## src/hw/rtl/drt_pkg.sv

```systemverilog
// types, codes and tick helper for the divider and reload timer
`default_nettype none

package drt_pkg;

    typedef enum logic [1:0] {
        CMD_ADVANCE = 2'd0,
        CMD_READ    = 2'd1,
        CMD_WRITE   = 2'd2
    } t_cmd;

    typedef enum logic [1:0] {
        SEL_DIVIDER = 2'd0,
        SEL_COUNTER = 2'd1,
        SEL_MODULO  = 2'd2,
        SEL_CONTROL = 2'd3
    } t_sel;

    typedef enum logic [1:0] {
        PER_256 = 2'd0,
        PER_4   = 2'd1,
        PER_16  = 2'd2,
        PER_64  = 2'd3
    } t_period;

    localparam int unsigned DataW    = 8;
    localparam int unsigned ControlW = 3;
    localparam int unsigned EnableBit = 2;

    // boundary crossings of the selected period between start and start + cycles
    function automatic logic [DataW:0] counter_ticks(input logic [DataW:0]   sum,
                                                      input logic [DataW-1:0] start,
                                                      input t_period          per);
        logic [DataW:0] ticks;
        case (per)
            PER_4:   ticks = (sum >> 2) - {3'b000, start[DataW-1:2]};
            PER_16:  ticks = (sum >> 4) - {5'b00000, start[DataW-1:4]};
            PER_64:  ticks = (sum >> 6) - {7'b0000000, start[DataW-1:6]};
            PER_256: ticks = {{DataW{1'b0}}, sum[DataW]};
            default: ticks = '0;
        endcase
        return ticks;
    endfunction

endpackage

`default_nettype wire

```

## src/hw/rtl/divider_and_reload_timer_unit.sv

```systemverilog
// divider and reload timer: input register, one pass of update logic, result register
//
//  channel  valid        stall         payload
//  in       i_in_valid   o_in_stall    i_command i_reg_select i_write_data i_cycles
//  out      o_out_valid  i_out_stall   o_read_data o_timer_irq
//
// one beat in and one beat out per cycle while out is not stalled; a beat passes both registers in turn
// the timer state is updated in the cycle an item moves into the result register
// synchronous active-low reset clears all timer registers and both valid flags
// a stalled result holds; the input register keeps taking beats while it is empty
// or while its item can move on, so in stall only rises when out is stalled and full
`default_nettype none

module divider_and_reload_timer_unit (
    input  wire logic       i_clk,
    input  wire logic       i_rst_n,
    input  wire logic       i_in_valid,
    output logic            o_in_stall,
    input  wire logic [1:0] i_command,
    input  wire logic [1:0] i_reg_select,
    input  wire logic [7:0] i_write_data,
    input  wire logic [7:0] i_cycles,
    output logic            o_out_valid,
    input  wire logic       i_out_stall,
    output logic [7:0]      o_read_data,
    output logic            o_timer_irq
);

    localparam int unsigned W = drt_pkg::DataW;

    // input register
    logic                   r_in_valid;
    drt_pkg::t_cmd          r_cmd;
    drt_pkg::t_sel          r_sel;
    logic [W-1:0]           r_wdata;
    logic [W-1:0]           r_cycles;

    // timer state
    logic [W-1:0]                  r_phase, n_phase;
    logic [W-1:0]                  r_divider, n_divider;
    logic [W-1:0]                  r_counter, n_counter;
    logic [W-1:0]                  r_modulo, n_modulo;
    logic [drt_pkg::ControlW-1:0]  r_control, n_control;

    // result register
    logic                   r_out_valid;
    logic [W-1:0]           r_rdata, n_rdata;
    logic                   r_irq, n_irq;

    logic                   out_free;
    logic                   move;
    logic [W:0]             phase_sum;
    logic [W:0]             ticks;
    logic [W:0]             count_sum;

    assign out_free   = !r_out_valid || !i_out_stall;
    assign move       = r_in_valid && out_free;
    assign o_in_stall = r_in_valid && !out_free;

    assign phase_sum = {1'b0, r_phase} + {1'b0, r_cycles};
    assign ticks     = drt_pkg::counter_ticks(phase_sum, r_phase,
                                              drt_pkg::t_period'(r_control[1:0]));
    assign count_sum = {1'b0, r_counter} + ticks;

    always_comb begin
        n_phase   = r_phase;
        n_divider = r_divider;
        n_counter = r_counter;
        n_modulo  = r_modulo;
        n_control = r_control;
        n_rdata   = '0;
        n_irq     = 1'b0;
        case (r_cmd)
            drt_pkg::CMD_ADVANCE: begin
                n_divider = r_divider + {{(W-1){1'b0}}, phase_sum[W]};
                if (r_control[drt_pkg::EnableBit]) begin
                    if (count_sum[W]) begin
                        // reload with modulo plus the excess over 256
                        n_counter = r_modulo + count_sum[W-1:0];
                        n_irq     = 1'b1;
                    end else begin
                        n_counter = count_sum[W-1:0];
                    end
                end
                n_phase = phase_sum[W-1:0];
            end
            drt_pkg::CMD_READ: begin
                case (r_sel)
                    drt_pkg::SEL_DIVIDER: n_rdata = r_divider;
                    drt_pkg::SEL_COUNTER: n_rdata = r_counter;
                    drt_pkg::SEL_MODULO:  n_rdata = r_modulo;
                    drt_pkg::SEL_CONTROL:
                        n_rdata = {{(W-drt_pkg::ControlW){1'b0}}, r_control};
                    default:              n_rdata = '0;
                endcase
            end
            drt_pkg::CMD_WRITE: begin
                case (r_sel)
                    drt_pkg::SEL_DIVIDER: n_divider = '0;
                    drt_pkg::SEL_COUNTER: n_counter = r_wdata;
                    drt_pkg::SEL_MODULO:  n_modulo  = r_wdata;
                    drt_pkg::SEL_CONTROL: n_control = r_wdata[drt_pkg::ControlW-1:0];
                    default:              n_control = r_control;
                endcase
            end
            default: begin
                // unused command leaves everything alone
                n_rdata = '0;
            end
        endcase
    end

    always_ff @(posedge i_clk) begin
        if (!i_rst_n) begin
            r_in_valid <= 1'b0;
        end else if (!o_in_stall) begin
            r_in_valid <= i_in_valid;
        end
    end

    always_ff @(posedge i_clk) begin
        if (i_in_valid && !o_in_stall) begin
            r_cmd    <= drt_pkg::t_cmd'(i_command);
            r_sel    <= drt_pkg::t_sel'(i_reg_select);
            r_wdata  <= i_write_data;
            r_cycles <= i_cycles;
        end
    end

    always_ff @(posedge i_clk) begin
        if (!i_rst_n) begin
            r_phase   <= '0;
            r_divider <= '0;
            r_counter <= '0;
            r_modulo  <= '0;
            r_control <= '0;
        end else if (move) begin
            r_phase   <= n_phase;
            r_divider <= n_divider;
            r_counter <= n_counter;
            r_modulo  <= n_modulo;
            r_control <= n_control;
        end
    end

    always_ff @(posedge i_clk) begin
        if (!i_rst_n) begin
            r_out_valid <= 1'b0;
        end else if (out_free) begin
            r_out_valid <= r_in_valid;
        end
    end

    always_ff @(posedge i_clk) begin
        if (move) begin
            r_rdata <= n_rdata;
            r_irq   <= n_irq;
        end
    end

    assign o_out_valid = r_out_valid;
    assign o_read_data = r_rdata;
    assign o_timer_irq = r_irq;

endmodule

`default_nettype wire

```

## config.mk

```make
export PLATFORM = sky130hd
export DESIGN_NAME = divider_and_reload_timer_unit
export DESIGN_NICKNAME = d
export VERILOG_FILES = /design/src/hw/rtl/drt_pkg.sv /design/src/hw/rtl/divider_and_reload_timer_unit.sv
export SDC_FILE = /design/constraint.sdc
export NUM_CORES = 1
export LEC_CHECK = 0
export ABC_CLOCK_PERIOD_IN_PS = 8600
export BUFFER_PORTS_ARGS = -buffer_cell sky130_fd_sc_hd__buf_2
export CORE_MARGIN = 4
export CORE_UTILIZATION = 65
export CTS_CLUSTER_DIAMETER = 50
export CTS_CLUSTER_SIZE = 14
export DETAILED_ROUTE_END_ITERATION = 16
export GPL_ROUTABILITY_DRIVEN = 0
export PLACE_DENSITY = 0.89
export SYNTH_ARGS = -nofsm -noshare
export SYNTH_HDL_FRONTEND = slang
export SYNTH_SLANG_ARGS = --single-unit
export TNS_END_PERCENT = 50
```

## constraint.sdc

```tcl
create_clock -name i_clk -period 8.6 [get_ports i_clk]
set_clock_uncertainty 0.05 [all_clocks]
set_input_delay 1.72 -clock i_clk [delete_from_list [all_inputs] [get_ports i_clk]]
set_output_delay 1.72 -clock i_clk [all_outputs]
set_load 0.02 [all_outputs]
```

======== Word level (Yosys, flattened, before mapping) ========
Index checks and enable logic that the tools add are counted.
storage, ports and cells
  register bits after elaboration ......... 66
  input port bits ......................... 24
  output and inout bits ................... 11
  logic and storage cells ................. 58
cells by class
  add/subtract/negate cells ............... 7
  equal/unequal tests ..................... 11
  muxes and demuxes ....................... 9
  reductions and logical operators ........ 18
operators with widths
  kind                                                                      number
  9-bit one-hot mux with 4 select lines                                     1
  8-bit two-way mux                                                         4
  8-bit one-hot mux with 2 select lines                                     2
  8-bit one-hot mux with 4 select lines                                     1
  2-bit equality test (second input constant)                               5
  8-bit by 8-bit adder with 9-bit output                                    1
  8-bit by 9-bit adder with 9-bit output                                    1
  3-bit AND reduction                                                       3
  8-bit by 1-bit adder with 8-bit output                                    1
  8-bit adder                                                               1
  7-bit by 6-bit subtractor with 8-bit output                               1
  2-bit by 1-bit equality test with 1-bit output (second input constant)    3
  2-bit logical NOT                                                         3
  5-bit by 4-bit subtractor with 6-bit output                               1
  1-bit logical NOT                                                         4
  2-bit by 1-bit inequality test with 1-bit output (second input constant)  2
  2-bit AND reduction                                                       2
  4-bit AND reduction                                                       1
  3-bit by 2-bit subtractor with 4-bit output                               1
  1-bit logical AND                                                         3
  2-bit inequality test (second input constant)                             1
  2-bit nonzero test                                                        1
  1-bit logical OR                                                          1
  1-bit two-way mux                                                         1

======== Longest topological paths before layout ========
Gate-level depths: netlist of the first run.
  word-level depth ........................ 8
  gate-level depth with buffers ........... 27
  depth with buffers taken out ............ 27

======== Worst setup path before layout of the first run ========
No wires, ideal clock.
  path type ............................... register to register
  start point ............................. register r_cycles[1]
  end point ............................... register r_counter[7]
  library setup time ...................... 119 ps
  arrival time ............................ 5041 ps
  required time ........................... 8431 ps
  setup slack ............................. 3390 ps
  stages on the path, launching flop included .. 24
  buffers on the path ..................... 0
  clock period less this slack ............ 5210 ps
  path through ............................ edfxtp_1 > ha_1 > a21o_1 > a21oi_1 > o21bai_1 > a2111oi_0 > or3_1 > nand2_1 > fa_1 > mux2i_1 > nand2_1 > o21ai_0 > fa_1 > a21o_1 > a21oi_1 > xnor2_1 > ha_1 > and3_1 > a2111oi_4 > a21oi_2 > or3_1 > nand4_1 > xnor2_1 > o21ai_2
between the ends
  longest elaborated chain between the ends .. 8
  elaborated cells between the ends (all ways) .. 10
  those cells by class .................... 6 x add/sub; 4 x mux
ends and longest elaborated chain
  element                                                                    line                                  source
  start, declared                                                            divider_and_reload_timer_unit.sv:36   logic [W-1:0] r_cycles;
  start signal, assigned                                                     divider_and_reload_timer_unit.sv:126  r_cycles <= i_cycles;
  8-bit by 8-bit adder with 9-bit output (*)                                 divider_and_reload_timer_unit.sv:60   assign phase_sum = {1'b0, r_phase} + {1'b0, r_cycles};
  7-bit by 6-bit subtractor with 8-bit output, or another cell as far along  drt_pkg.sv:36                         PER_4: ticks = (sum >> 2) - {3'b000, start[DataW-1:2]};
  9-bit one-hot mux with 4 select lines (*)                                  drt_pkg.sv:35                         case (per)
  8-bit by 9-bit adder with 9-bit output (*)                                 divider_and_reload_timer_unit.sv:63   assign count_sum = {1'b0, r_counter} + ticks;
  8-bit adder                                                                divider_and_reload_timer_unit.sv:79   n_counter = r_modulo + count_sum[W-1:0];
  8-bit two-way mux (*)                                                      divider_and_reload_timer_unit.sv:77   if (count_sum[W]) begin
  8-bit two-way mux (*)                                                      divider_and_reload_timer_unit.sv:76   if (r_control[drt_pkg::EnableBit]) begin
  8-bit one-hot mux with 2 select lines (*)                                  divider_and_reload_timer_unit.sv:73   case (r_cmd)
  end signal, assigned                                                       divider_and_reload_timer_unit.sv:140  r_counter <= n_counter;
  end, declared                                                              divider_and_reload_timer_unit.sv:41   logic [W-1:0] r_counter, n_counter;
Mark *: on every way between the ends. The rest lies on a longest branch, timed or not. The select of a mux whose other input is x is not followed.
A chain may end at the register's enable or synchronous reset.

======== Worst setup path after layout of the first run ========
  start point ............................. register r_cycles[1]
  end point ............................... register r_counter[7]
between the ends
  longest elaborated chain between the ends .. 8
  elaborated cells between the ends (all ways) .. 10
  those cells by class .................... 6 x add/sub; 4 x mux
ends and longest elaborated chain
  element                                                                    line                                 source
  8-bit by 8-bit adder with 9-bit output (*)                                 divider_and_reload_timer_unit.sv:60
  net phase_sum[7]                                                           divider_and_reload_timer_unit.sv:52  logic [W:0] phase_sum;
  7-bit by 6-bit subtractor with 8-bit output, or another cell as far along  drt_pkg.sv:36
  9-bit one-hot mux with 4 select lines (*)                                  drt_pkg.sv:35
  8-bit by 9-bit adder with 9-bit output (*)                                 divider_and_reload_timer_unit.sv:63
  8-bit adder                                                                divider_and_reload_timer_unit.sv:79
  8-bit two-way mux (*)                                                      divider_and_reload_timer_unit.sv:77
  8-bit two-way mux (*)                                                      divider_and_reload_timer_unit.sv:76
  8-bit one-hot mux with 2 select lines (*)                                  divider_and_reload_timer_unit.sv:73
The timed path passes the listed nets; every way through them passes the cells marked *. The select of a mux whose other input is x is not followed.

==> results.py, run 1 <==
metrics = {
    "clock_tree": {
        "post_cts_hold_buffer_count": 0,
        "clock_path_buffers": 2,
        "cts_tree": "yes",
        "tritoncts.num_buffers": 9,
        "clock_tree.htree_level_count": 3,
        "clock_tree.root_cell": "sky130_fd_sc_hd__clkbuf_8",
        "path_clk_slew_ns": 0.09,
        "number_of_sinks_driven_by_the_clock_tree": 66,
        "worst_skew_pair.late_latency_ns": 0.37,
        "post_cts_resize_count": 0,
        "cts_setup_buffers": 0,
    },
    "sta": {
        "final.min_clock_period_ns": 5.95,
        "max_slew_margin_pct": 47.6,
        "timing_hold_violations_final": 0,
        "timing.final.ws_setup_ns": 2.65,
        "highest_clock_frequency_the_design_can_meet_mhz": 168,
        "period_utilization_post_route_pct": 69.2,
        "grt_setup_unrepaired": "no",
        "worstMarginPinSlew_ns": 0.786,
        "finalSetupViolations": 0,
        "slew_violations": 0,
        "timing.setup.tns_ns": 0,
    },
    "setup_path": {
        "crit_required_ns": 8.81,
        "worst-path-max-fanout": 6,
        "worst-r2r-cell-count": 26,
        "r2r_end": "r_counter[7]",
        "ff_to_ff_setup_slack_ns": 2.65,
        "cp.arrival_ns": 6.16,
        "worst-setup-path-type": "flip-flop to flip-flop",
        "r2r-start": "r_cycles[1]",
        "cp_startpoint_kind": "flip-flop",
        "setup.worst_path.end_class": "flip-flop",
    },
    "routing": {
        "drt_iter0_drc": 334,
        "drt-wirelength-per-cell_um": 17.9,
        "top_layer_used": "met4",
        "met3WireLength_um": 657,
        "remaining_drc_errors": 0,
        "met1_length_mm": 4.00,
        "count_of_antenna_violating_nets_left_after_detailed_routing": 0,
        "count_of_tritonroute_iterations_in_the_first_routing_pass": 5,
        "num_vias": 3530,
        "post_drt_via_cell_ratio": 6.31,
        "dr_wl_met2_mm": 5.01,
        "drt-total-wl_mm": 10.0,
    },
    "placed_design": {
        "port_buffers": 34,
        "hpwl_mm": 7.52,
        "place.detailed.instances": 543,
        "place_worst_setup_slack_ns": 2.81,
    },
    "hold_path": {
        "hold_path_depth": 2,
        "hold_path.class": "flip-flop to flip-flop",
        "worstHoldEndpoint": "o_out_valid",
        "timing.hold.worst.start": "r_in_valid",
    },
    "global_routing": {
        "grt_remaining_overflow": 0,
        "antenna_found_initial": 0,
        "grt_pass1_vias": 3527,
        "track_usage_pct": 27.5,
        "grt_pass1_wl_mm": 16.5,
        "grt_start_max_net_pins": 23,
    },
    "run": {
        "max-cap-violations": 0,
    },
    "logic_synthesis": {
        "async_sr_flop_fraction_pct": 0,
        "synth_edf_count": 29,
        "synth.ff_latch_count": 66,
        "yosysUniqueCellTypes": 57,
        "netlist_top_cells_count": "50 x sky130_fd_sc_hd__nor2_1, 37 x sky130_fd_sc_hd__dfxtp_1, 35 x sky130_fd_sc_hd__ha_1, 35 x sky130_fd_sc_hd__nand2_1, 29 x sky130_fd_sc_hd__edfxtp_1",
        "syn-num-nets": 510,
        "yosysTopAreaCell": "sky130_fd_sc_hd__edfxtp_1",
        "yosysTopAreaCellShare_pct": 20.4,
        "synth-seq-area-share_pct": 37.7,
        "postSynthCellCount": 445,
        "synthMostInstantiatedCell": "sky130_fd_sc_hd__nor2_1",
        "post_synth.cell_area_avg_um2": 9.61,
        "synth_top_cells_by_area": "sky130_fd_sc_hd__edfxtp_1 20%, sky130_fd_sc_hd__dfxtp_1 17%, sky130_fd_sc_hd__ha_1 10%, sky130_fd_sc_hd__mux2i_1 6.6%, sky130_fd_sc_hd__nor2_1 4.4%",
        "mappedNetlistArea_um2": 4280,
        "ys.flop_type": "sky130_fd_sc_hd__dfxtp_1",
        "synthesis.yosys.warnings": 0,
    },
    "floorplan": {
        "dieHeight_um": 89.1,
        "pin_count": 35,
        "num_rows": 29,
        "initial_utilization_pct": 66.9,
        "die_width_um": 89.1,
        "core_area_um2": 6390,
        "dieArea_um2": 7940,
    },
    "finish": {
        "n_fill_cell": 419,
        "fraction_of_final_layout_cells_with_drive_strength_greater_than_1_pct": 14.3,
        "stdcell_count": 559,
        "area_delta_synth_final_pct": 10.1,
        "final_core_utilization_pct": 73.7,
        "design.final.nets": 542,
        "num_antenna_cells": 0,
    },
    "power_and_ir_drop": {
        "power.leakage_nw": 2.00,
        "power_mw": 0.726,
        "ir_drop_mv": 0.140,
        "power.density_nw_per_um2": 154,
    },
    "run_status": {
        "result_of_the_run": "finished clean",
    },
}
## report_power, final
part,leakage [nW],total [mW],internal (mW),switching [mW]
Combinational,1.31,0.0897,0.0366,0.0531
Clock,0.110,0.290,0.154,0.135
Sequential,0.577,0.347,0.337,0.00971
Total,2.00,0.726,0.528,0.198
## through the flow
| step | area [µm²] | hold WS [ns] |
|---|---|---|
| 2_1_floorplan | 4280 | 0.393 |
| 3_3_place_gp | 4490 | 0.410 |
| 3_5_place_dp | 4490 | 0.419 |
| 4_1_cts | 4710 | 0.457 |
| 5_1_grt | 4710 | 0.494 |
| 6_report | 4710 | 0.458 |
## final cells by class
cell class / count / area, µm² / share of cell area, %
repair buffers: 35 / 178 / 3.78
flip-flops and latches: 66 / 1610 / 34.2
clock buffers: 10 / 149 / 3.16
well taps: 77 / 96.3 / 2.05
clock inverters: 6 / 71.3 / 1.52
multi-input cells: 341 / 2510 / 53.3
inverters: 24 / 90.1 / 1.91
## worst max-delay path: stages, from the launching register on
cell and delay [ns]:
sky130_fd_sc_hd__edfxtp_1 0.40, sky130_fd_sc_hd__ha_1 0.31, sky130_fd_sc_hd__a21o_1 0.19, sky130_fd_sc_hd__a21oi_1 0.25
sky130_fd_sc_hd__o21bai_1 0.12, sky130_fd_sc_hd__a2111oi_0 0.53, sky130_fd_sc_hd__o21ai_0 0.24, sky130_fd_sc_hd__nand2_1 0.17
sky130_fd_sc_hd__inv_1 0.06, sky130_fd_sc_hd__ha_1 0.24, sky130_fd_sc_hd__nor4b_2 0.25, sky130_fd_sc_hd__a22o_2 0.24
sky130_fd_sc_hd__nand2_1 0.08, sky130_fd_sc_hd__nor2_1 0.14, sky130_fd_sc_hd__o21ai_0 0.09, sky130_fd_sc_hd__o21ai_0 0.12
sky130_fd_sc_hd__ha_1 0.31, sky130_fd_sc_hd__a21oi_1 0.18, sky130_fd_sc_hd__xnor2_1 0.17, sky130_fd_sc_hd__ha_1 0.33
sky130_fd_sc_hd__and3_1 0.23, sky130_fd_sc_hd__a2111oi_4 0.40, sky130_fd_sc_hd__a21oi_2 0.10, sky130_fd_sc_hd__or3_1 0.30
sky130_fd_sc_hd__nand4_1 0.11, sky130_fd_sc_hd__xnor2_1 0.14, sky130_fd_sc_hd__o21ai_2 0.07
## sequential cells by signal, indices dropped and copies added (netlist names), 2 cells and up
name and cells:
o_read_data 8, r_counter 8, r_cycles 8, r_divider 8, r_modulo 8, r_phase 8
r_wdata 8, r_control 3, r_cmd 2, r_sel 2
## cells by family after synthesis
| logic type | synth area share (%) |
|---|---|
| and+or+nand+nor | 15.7 |
| AOI/OAI and AO/OA | 15.2 |
| DFF | 37.7 |
| adders and majority gates | 13.1 |
| buffers and inverters | 3.60 |
| muxes | 8.66 |
| xor gates and xnor gates | 6.12 |
## per-layer routing
metal  up-vias  GRT usage (%)
met4         0           15.3
met5         -              0
li1       1638              -
met2       162           47.0
met3        36           4.88
met1      1694           32.5
## worst max-delay path by stage
stage          depth (start not counted)           end  slack, ns        start
2_1_floorplan                         23  r_counter[7]       3.39  r_cycles[1]
3_3_place_gp                          24  r_counter[7]       3.13  r_cycles[1]
3_5_place_dp                          26  r_counter[7]       2.81  r_cycles[1]
4_1_cts                               26  r_counter[7]       2.73  r_cycles[1]
5_1_grt                               26  r_counter[7]       2.20  r_cycles[1]
6_report                              26  r_counter[7]       2.65  r_cycles[1]
## placed cells by master (no fill, tap or decap), types with 4 or more instances in the layout
| master | n |
|---|---|
| sky130_fd_sc_hd__edfxtp_1 | 29 |
| sky130_fd_sc_hd__xor2_1 | 10 |
| sky130_fd_sc_hd__nand2b_1 | 10 |
| sky130_fd_sc_hd__nor2b_1 | 12 |
| sky130_fd_sc_hd__mux4_2 | 4 |
| sky130_fd_sc_hd__nand4_1 | 4 |
| sky130_fd_sc_hd__a21oi_1 | 24 |
| sky130_fd_sc_hd__fa_1 | 6 |
| sky130_fd_sc_hd__o21ai_0 | 28 |
| sky130_fd_sc_hd__nand3_1 | 10 |
| sky130_fd_sc_hd__inv_1 | 24 |
| sky130_fd_sc_hd__mux2i_1 | 28 |
| sky130_fd_sc_hd__dfxtp_1 | 37 |
| sky130_fd_sc_hd__nand2_1 | 35 |
| sky130_fd_sc_hd__a21o_1 | 7 |
| sky130_fd_sc_hd__buf_2 | 34 |
| sky130_fd_sc_hd__clkbuf_8 | 9 |
| sky130_fd_sc_hd__ha_1 | 35 |
| sky130_fd_sc_hd__nor2_1 | 50 |
| sky130_fd_sc_hd__xnor2_1 | 18 |
| sky130_fd_sc_hd__and3_1 | 4 |
| sky130_fd_sc_hd__o21ai_1 | 7 |
Note: power is estimated with default switching activity, not from simulation.
==> inputs of run 2 (changes only) <==
--- a/config.mk
+++ b/config.mk
@@ -5,15 +5,15 @@
 export SDC_FILE = /design/constraint.sdc
 export NUM_CORES = 1
 export LEC_CHECK = 0
-export ABC_CLOCK_PERIOD_IN_PS = 8600
+export ABC_CLOCK_PERIOD_IN_PS = 5750
 export BUFFER_PORTS_ARGS = -buffer_cell sky130_fd_sc_hd__buf_2
 export CORE_MARGIN = 4
-export CORE_UTILIZATION = 65
+export CORE_UTILIZATION = 60
 export CTS_CLUSTER_DIAMETER = 50
 export CTS_CLUSTER_SIZE = 14
 export DETAILED_ROUTE_END_ITERATION = 16
 export GPL_ROUTABILITY_DRIVEN = 0
-export PLACE_DENSITY = 0.89
+export PLACE_DENSITY = 0.83
 export SYNTH_ARGS = -nofsm -noshare
 export SYNTH_HDL_FRONTEND = slang
 export SYNTH_SLANG_ARGS = --single-unit
==> constraint.sdc (replaced) <==
create_clock -name i_clk -period 5.75 [get_ports i_clk]
set_clock_uncertainty 0.05 [all_clocks]
set_input_delay 1.15 -clock i_clk [delete_from_list [all_inputs] [get_ports i_clk]]
set_output_delay 1.15 -clock i_clk [all_outputs]
set_load 0.02 [all_outputs]
==> results.py, run 2 (synthesized netlist as in run 1, its figures left out) <==
metrics = {
    "floorplan": {
        "num_rows": 30,
        "core_area_um2": 6870,
        "initial_utilization_pct": 62.2,
        "dieHeight_um": 92.4,
        "pin_count": 35,
        "dieArea_um2": 8540,
        "die_width_um": 92.4,
    },
    "sta": {
        "timing.setup.tns_ns": 0,
        "worstMarginPinSlew_ns": 1.04,
        "timing_hold_violations_final": 0,
        "highest_clock_frequency_the_design_can_meet_mhz": 182,
        "period_utilization_post_route_pct": 95.5,
        "finalSetupViolations": 0,
        "max_slew_margin_pct": 30.7,
        "final.min_clock_period_ns": 5.49,
        "slew_violations": 0,
        "hold_slack_ns": 0.435,
        "timing.final.ws_setup_ns": 0.261,
    },
    "finish": {
        "multi_input_comb_area_um2": 2580,
        "most_frequent_cells_in_the_layout": "49 x sky130_fd_sc_hd__nor2_1, 37 x sky130_fd_sc_hd__dfxtp_1, 35 x sky130_fd_sc_hd__nand2_1",
        "area_delta_synth_final_pct": 13.2,
        "fraction_of_final_layout_cells_with_drive_strength_greater_than_1_pct": 16.9,
        "num_antenna_cells": 0,
        "layout.cells.most_common": "sky130_fd_sc_hd__nor2_1",
        "stdcell_count": 580,
        "layout.area.seq_um2": 1610,
        "design.final.nets": 544,
        "n_fill_cell": 493,
    },
    "placed_design": {
        "hpwl_mm": 7.12,
        "port_buffers": 34,
        "place.detailed.instances": 561,
        "place_worst_setup_slack_ns": 0.0181,
    },
    "routing": {
        "count_of_antenna_violating_nets_left_after_detailed_routing": 0,
        "post_drt_via_cell_ratio": 5.89,
        "count_of_tritonroute_iterations_in_the_first_routing_pass": 5,
        "drt-wirelength-per-cell_um": 16.6,
        "num_vias": 3416,
        "drt-total-wl_mm": 9.60,
        "remaining_drc_errors": 0,
        "drt_iter0_drc": 260,
    },
    "power_and_ir_drop": {
        "ir_drop_mv": 0.199,
        "power.leakage_nw": 2.06,
        "power_mw": 1.13,
        "power.density_nw_per_um2": 233,
    },
    "clock_tree": {
        "worst_skew_pair.late_latency_ns": 0.35,
        "clock_path_buffers": 2,
        "tritoncts.num_buffers": 9,
        "cts_tree": "yes",
        "path_clk_slew_ns": 0.07,
        "post_cts_hold_buffer_count": 0,
        "number_of_sinks_driven_by_the_clock_tree": 66,
        "clock_tree.htree_level_count": 3,
        "clock_tree.root_cell": "sky130_fd_sc_hd__clkbuf_8",
    },
    "run": {
        "max-cap-violations": 0,
    },
    "global_routing": {
        "grt_start_max_net_pins": 23,
        "grt_remaining_overflow": 0,
        "antenna_found_initial": 0,
        "grt_pass1_wl_mm": 15.8,
        "grt_pass1_vias": 3360,
        "track_usage_pct": 23.6,
    },
    "setup_path": {
        "crit_required_ns": 5.93,
        "cp.arrival_ns": 5.67,
        "worst-setup-path-type": "flip-flop to flip-flop",
        "setup.worst_path.end_class": "flip-flop",
        "worst-path-max-fanout": 5,
        "cp_startpoint_kind": "flip-flop",
    },
    "hold_path": {
        "hold_path.class": "flip-flop to flip-flop",
    },
    "run_status": {
        "result_of_the_run": "finished clean",
    },
}
run 2: cell types whose count changed in the layout (fill, tap and decap cells not counted), sizes merged:
cell,previous run,this run
buf,35,37
bufinv,1,3
inv,26,24
clkinv,2,3
clkinvlp,1,0
run 2: area by class of cell:
| cell class | instances | area share, % |
|---|---|---|
| clock buffer | 10 | 2.84 |
| clock inverter | 6 | 2.15 |
| inverter | 24 | 1.86 |
| multi-input combinational | 341 | 53.4 |
| sequential | 66 | 33.3 |
| tap | 96 | 2.48 |
| timing repair buffer | 37 | 3.98 |
run 2: critical path: stages (launching register included):
cell	delay, ns
sky130_fd_sc_hd__dfxtp_1	0.34
sky130_fd_sc_hd__ha_1	0.17
sky130_fd_sc_hd__inv_1	0.06
sky130_fd_sc_hd__fa_1	0.41
sky130_fd_sc_hd__nand2b_1	0.18
sky130_fd_sc_hd__a21o_1	0.21
sky130_fd_sc_hd__nand2_1	0.11
sky130_fd_sc_hd__xor2_2	0.18
sky130_fd_sc_hd__inv_1	0.07
sky130_fd_sc_hd__ha_1	0.21
sky130_fd_sc_hd__fa_1	0.49
sky130_fd_sc_hd__mux2i_1	0.07
sky130_fd_sc_hd__nand2_1	0.09
sky130_fd_sc_hd__o21ai_0	0.17
sky130_fd_sc_hd__fa_2	0.42
sky130_fd_sc_hd__a21o_1	0.21
sky130_fd_sc_hd__a21oi_2	0.15
sky130_fd_sc_hd__xnor2_1	0.15
sky130_fd_sc_hd__ha_1	0.32
sky130_fd_sc_hd__and2_2	0.24
sky130_fd_sc_hd__a2111oi_4	0.37
sky130_fd_sc_hd__a21oi_2	0.10
sky130_fd_sc_hd__or3_1	0.31
sky130_fd_sc_hd__nand4_1	0.11
sky130_fd_sc_hd__xnor2_1	0.14
sky130_fd_sc_hd__o21ai_2	0.07
run 2: final timing paths:
path | cells past startpoint | from | end | slack, ns
hold reg to reg | 2 | r_in_valid | o_out_valid | 0.43
hold / removal | 2 | r_in_valid | o_out_valid | 0.43
setup / recovery | 25 | r_phase[0] | r_counter[7] | 0.26
setup reg to reg | 25 | r_phase[0] | r_counter[7] | 0.26
run 2: per-layer routing:
metal  track usage [%]  part of all wire, %  vias up
li1                  -                    -     1649
met1              27.9                   41     1617
met2              40.7                   50      117
met3              5.52                  5.8       33
met4              10.4                  3.2        0
met5                 0                    0        -
run 2: stage by stage:
step	instance area (µm²)	util, %
floorplan	4280	-
global placement	4500	65.6
detailed placement	4500	65.6
CTS	4750	69.2
global route	4840	70.5
finish	4840	70.5
run 2: repair_timing:
item | in CTS | in global routing
pin swaps | 0 | 11
endpoints found under the setup margin | 1 | 4
resized for setup | 2 | 14
buffers inserted | 0 | 3
run 2: power breakdown:
| part | switching [mW] | internal (mW) | total [mW] |
|---|---|---|---|
| Combinational | 0.0787 | 0.0581 | 0.137 |
| Clock | 0.174 | 0.297 | 0.470 |
| Sequential | 0.0136 | 0.505 | 0.518 |
| Total | 0.266 | 0.859 | 1.13 |
